$ cat config.mk
export PLATFORM = sky130hd
export DESIGN_NAME = kst_ram
export DESIGN_NICKNAME = d
export VERILOG_FILES = /design/src/rtl/kst_ram.sv
export SDC_FILE = /design/constraint.sdc
export NUM_CORES = 2
export LEC_CHECK = 0
export BUFFER_PORTS_ARGS = -buffer_cell sky130_fd_sc_hd__buf_4
export CORE_UTILIZATION = 25
export CTS_BUF_LIST = sky130_fd_sc_hd__clkbuf_2 sky130_fd_sc_hd__clkbuf_4 sky130_fd_sc_hd__clkbuf_8
export DETAILED_ROUTE_END_ITERATION = 8
export PLACE_DENSITY = 0.39
export SKIP_LAST_GASP = 1
export SYNTH_ARGS = -nofsm -noshare
export SYNTH_HDL_FRONTEND = slang
export SYNTH_SLANG_ARGS = --single-unit
$ cat constraint.sdc
create_clock -name clk -period 6.6 [get_ports clk]
set_input_delay 0.66 -clock clk [delete_from_list [all_inputs] [get_ports clk]]
set_output_delay 0.66 -clock clk [all_outputs]
set_load 0.02 [all_outputs]
$ cat src/rtl/kst_ram.sv
// generic simple dual port ram, one write port and one registered read port
module kst_ram #(
    parameter int WIDTH = 8,
    parameter int DEPTH = 256
) (
    input  logic                                   clk,
    input  logic                                   we,
    input  logic [(DEPTH > 1 ? $clog2(DEPTH) : 1)-1:0] wr_addr,
    input  logic [WIDTH-1:0]                       wr_data,
    input  logic [(DEPTH > 1 ? $clog2(DEPTH) : 1)-1:0] rd_addr,
    output logic [WIDTH-1:0]                       rd_data
);

    logic [WIDTH-1:0] mem_reg [DEPTH];
    logic [WIDTH-1:0] rd_data_reg;

    always_ff @(posedge clk)
    begin
        if (we)
        begin
            mem_reg[wr_addr] <= wr_data;
        end
        rd_data_reg <= mem_reg[rd_addr];
    end

    assign rd_data = rd_data_reg;

endmodule
# ---- Word-level counts from Yosys, hierarchy flattened
# Memory sizes are Yosys's and may differ from the RTL's. A register that Yosys moved wholly into a read port is not among the register bits.
# Index checks and enable logic that the tools add are counted.
dict set report totals {
  regBits 0
  ram_bits 2048
  output_inout_bits 8
  wordCells 3
  mem_count 1
}
# memory words word_bits read_ports rd_ports_with_merged_regs write_ports line
set memory_table {}
lappend memory_table {mem_reg 256 8 1 1 1 14} ;# logic [WIDTH-1:0] mem_reg [DEPTH];
dict set report classes {
  muxes 2
}
# op n
set op_table {}
lappend op_table {{$mux 1} 2}

# ---- Depth between registers and ports, before layout
dict set report depth {
  depth_word 2
  depth_mapped 11
}

# ---- Least setup slack after synthesis
# OpenSTA, ideal clock, no wires.
dict set report synth_path {
  path_type {input port to flip-flop}
  from {in rd_addr[0] in the netlist's numbering}
  to {reg rd_data_reg[2] (netlist: rd_data[2]) (read register of mem_reg)}
  setup_time_ns 0.131
  arrival_time_ns 2.467
  path_slack_ns 4.002
  cell_stages 9
  path_buffers 4
  cell_sequence {buf_6 -> buf_12 -> buf_8 -> buf_2 -> mux4_2 -> a22oi_1 -> a21oi_1 -> nor4_1 -> nor4_2}
}
# item line
set synth_rtl {}
lappend synth_rtl {{start, declared} 10} ;# input logic [(DEPTH > 1 ? $clog2(DEPTH) : 1)-1:0] rd_addr,
lappend synth_rtl {{end, declared} 15} ;# logic [WIDTH-1:0] rd_data_reg;

==> metrics.md <==
| Metric | Value |
|---|---|
| Slowest-stage cell, CP | `nor3_1` |
| Skew-Pair Late Insertion Delay | `1.03 ns` |
| Critical Path RT | `7.45 ns` |
| Nets | `just over 4,000` |
| Final Hold Fails | `0` |
| Synthesis Warnings | `0` |
| Yosys reg bits | `2,056` |
| Utilization after layout | `0.291` |
| Crit-path max cell delay | `slightly below 1 ns` |
| Placed cell area | `0.0848 mm²` |
| Worst hold path type | `in -> reg` |
| Die outline height | `between 500 and 600 µm` |
| Drt pass-1 iters | `5` |
| Final ANT Viol Nets | `0` |
| Most common cell after layout, fill and taps aside | `edfxtp_1` |
| Register area share after synthesis | `0.775` |
| Clock root buffer master | `clkbuf_8` |
| Initial Util | `0.252` |
| Worst IR Drop VDD | `about 0.14 mV` |
| Total global-route track usage | `0.146` |
| Layout Skew | `0.0671 ns` |
| HPWL Detailed | `141 mm` |
| Die area | `0.320 mm²` |
| Post-CTS sizing | `0` |
| Drt total wl | `roughly 240 mm` |
| Hold Path Stages | `1` |
| Max-Cap Viols | `0` |
| Period utilization | `0.535` |
| Crit start category | `input pin` |
| Setup TNS | `0 ns` |
| Yosys top cell by area | `edfxtp_1` |
| Die X | `566 µm` |
| Synth-to-layout area growth | `15.6%` |
| Design Power | `27.6 mW` |
| Buf/Inv on CP | `3` |
| Leak | `27.8 nW` |
| Netlist cell types | `between 50 and 60` |
| GPL Wtd Cong | `0.759` |
| Power Density | `301 mW/mm²` |
| Vias in the first global route | `40,600` |
| Grt ovf | `0` |
| Critical path depth | `9` |
| Critical Path Sink Type | `register` |
| Crit path DAT | `about 4.4 ns` |
| Core footprint | `0.316 mm²` |
| Count of input and output buffers | `33` |
| Filler cell count | `30,800` |
| Synth top area share | `0.773` |
| Vias | `39,000` |
| Family with the most delay on the worst path | `simple AND/OR/NAND/NOR gates` |
| CTS tree | `done` |
| Commonest non-fill, non-tap cells in the layout | `2,048 x edfxtp_1, 454 x mux4_2, 374 x clkbuf_8, 279 x nor2_1, 134 x mux2i_1` |
| TritonCTS buffer count | `369` |
| Layout cells sized above 1 | `0.276` |
| Register-to-Register Path Depth | `6` |
| CTS max path bufs | `4` |
| Vias per cell | `4.61` |
| H-tree levels | `5` |
| Top cell by count, worst path | `buf_4` |
| Syn Nets | `3,759` |
| Actual slew at the worst max-slew pin | `1.39 ns` |
| Max Slew Vio Count | `0` |
| Final min period | `~3.5 ns` |
| Status | `finished clean` |
| Crit Path Class | `in -> reg` |
| Num ports | `34` |
| Wire length per cell | `28.2 µm` |
| Drt drc | `0` |
| Largest net degree at the start of global routing | `193` |
| RSZ-0062 raised after global routing | `false` |
| # setup viols final | `0` |
| Max transition margin | `0.0738` |
| Netlist Area Pre-Place | `0.0796 mm²` |
| CP Cell Sequence | `buf_4 -> buf_4 -> buf_4 -> nor2b_4 -> a22o_1 -> a221oi_1 -> o32ai_1 -> nor3_1 -> nor4_1` |
| Max FO, Critical Path | `28` |
| Top post-synthesis cells by area | `edfxtp_1 77%, mux4_2 13%, mux2i_1 1.7%, nor2_1 1.3%, a22oi_1 1.3%` |
| Clock sinks | `2,056` |
| Largest register FFs | `slightly above 2,000` |
| Fmax | `283 MHz` |
| DR iter-0 viols | `about 3,600` |
| Initial antenna violation count | `23` |
| Cell count after synthesis | `3,733` |
| Avg Inst Size Synth | `~21 µm²` |
| Row count | `206` |
| Post-route design area | `~0.092 mm²` |
| First-pass GRT wire length | `331 mm` |
| Clock slew at reported path FFs | `roughly 0.06 ns` |
==> cell families after synthesis <==
family | after synthesis | share of synthesized area
flops | 2056 | 0.775
mux | 591 | 0.146
simple gates | 466 | 0.0263
compound gates | 385 | 0.0342
buf+inv | 235 | 0.0183
==> timing repair <==
item,4_1_cts,5_1_grt
endpoints found under the hold margin,4,0
endpoints found under the setup margin,0,0
hold buffers,1,0
setup buffers,0,0
==> cell type report <==
cell class	count	area [µm²]	share of cell area
Multi-Input combinational cell	1442	16600	0.180
Inverter	2	7.51	0.0000817
Sequential cell	2056	61700	0.671
Clock inverter	157	1070	0.0117
Timing Repair Buffer	131	1340	0.0145
Antenna cell	11	27.5	0.000299
Tap cell	4160	5200	0.0566
Clock buffer	497	6070	0.0660
==> path summary, 6_finish.rpt <==
| path | startpoint | to | slack (ns) |
|---|---|---|---|
| setup reg to reg | mem_reg[83][3]$_DFFE_PP_ | rd_data[3]$_DFF_P_ | 3.57 |
| hold / removal | wr_data[6] | mem_reg[28][6]$_DFFE_PP_ | 0.11 |
| hold reg to reg | mem_reg[41][3]$_DFFE_PP_ | rd_data[3]$_DFF_P_ | 1.02 |
| setup / recovery | rd_addr[2] | rd_data[3]$_DFF_P_ | 3.07 |
==> per-layer routing <==
layer | GRT usage | part of all wire | vias up
li1 | - | - | 16300
met1 | 0.200 | 0.44 | 21000
met2 | 0.232 | 0.47 | 1235
met3 | 0.0297 | 0.058 | 400
met4 | 0.0436 | 0.029 | 12
met5 | 0 | 0.00031 | -
==> per-stage QoR <==
stage | std cells | setup slack, ns | hold WS [ns]
after CTS | 8445 | 3.19 | 0.0519
after floorplan | 3733 | 4.00 | 0.759
after detailed placement | 7790 | 2.03 | 1.04
final | 8456 | 3.07 | 0.106
after global placement | 7790 | 2.06 | 1.07
after global routing | 8451 | 3.14 | 0.0845
==> cell usage after synthesis, drive strengths merged <==
cell type  count
nor2b         31
clkinv         1
a221oi        14
or3b           1
a22oi        133
nand3b         2
nor4          27
o21ai         12
o211ai        10
dfxtp          8
a21oi         96
or2            4
a211oi        16
nand2b         8
buf          122
a311oi         2
nand4         10
and2           6
mux2           1
a31oi          2
a22o           8
edfxtp      2048
nand2         33
o32ai          5
clkbuf       111
nor4b          1
o221ai        47
or2b           1
o22ai         28
a21boi         1
and3b          2
and3           1
mux4         456
inv            1
nand3         34
o311ai         1
a2111oi        5
nor2         282
o22a           5
nor3b          1
mux2i        134
nor3          22
==> power breakdown <==
part | switching [mW] | internal [mW] | leakage [nW]
logic | 0.949 | 0.445 | 5.56
clock network | 5.44 | 6.37 | 3.76
registers | 0.0221 | 14.4 | 18.5
Note: power is estimated with default switching activity, not from simulation.
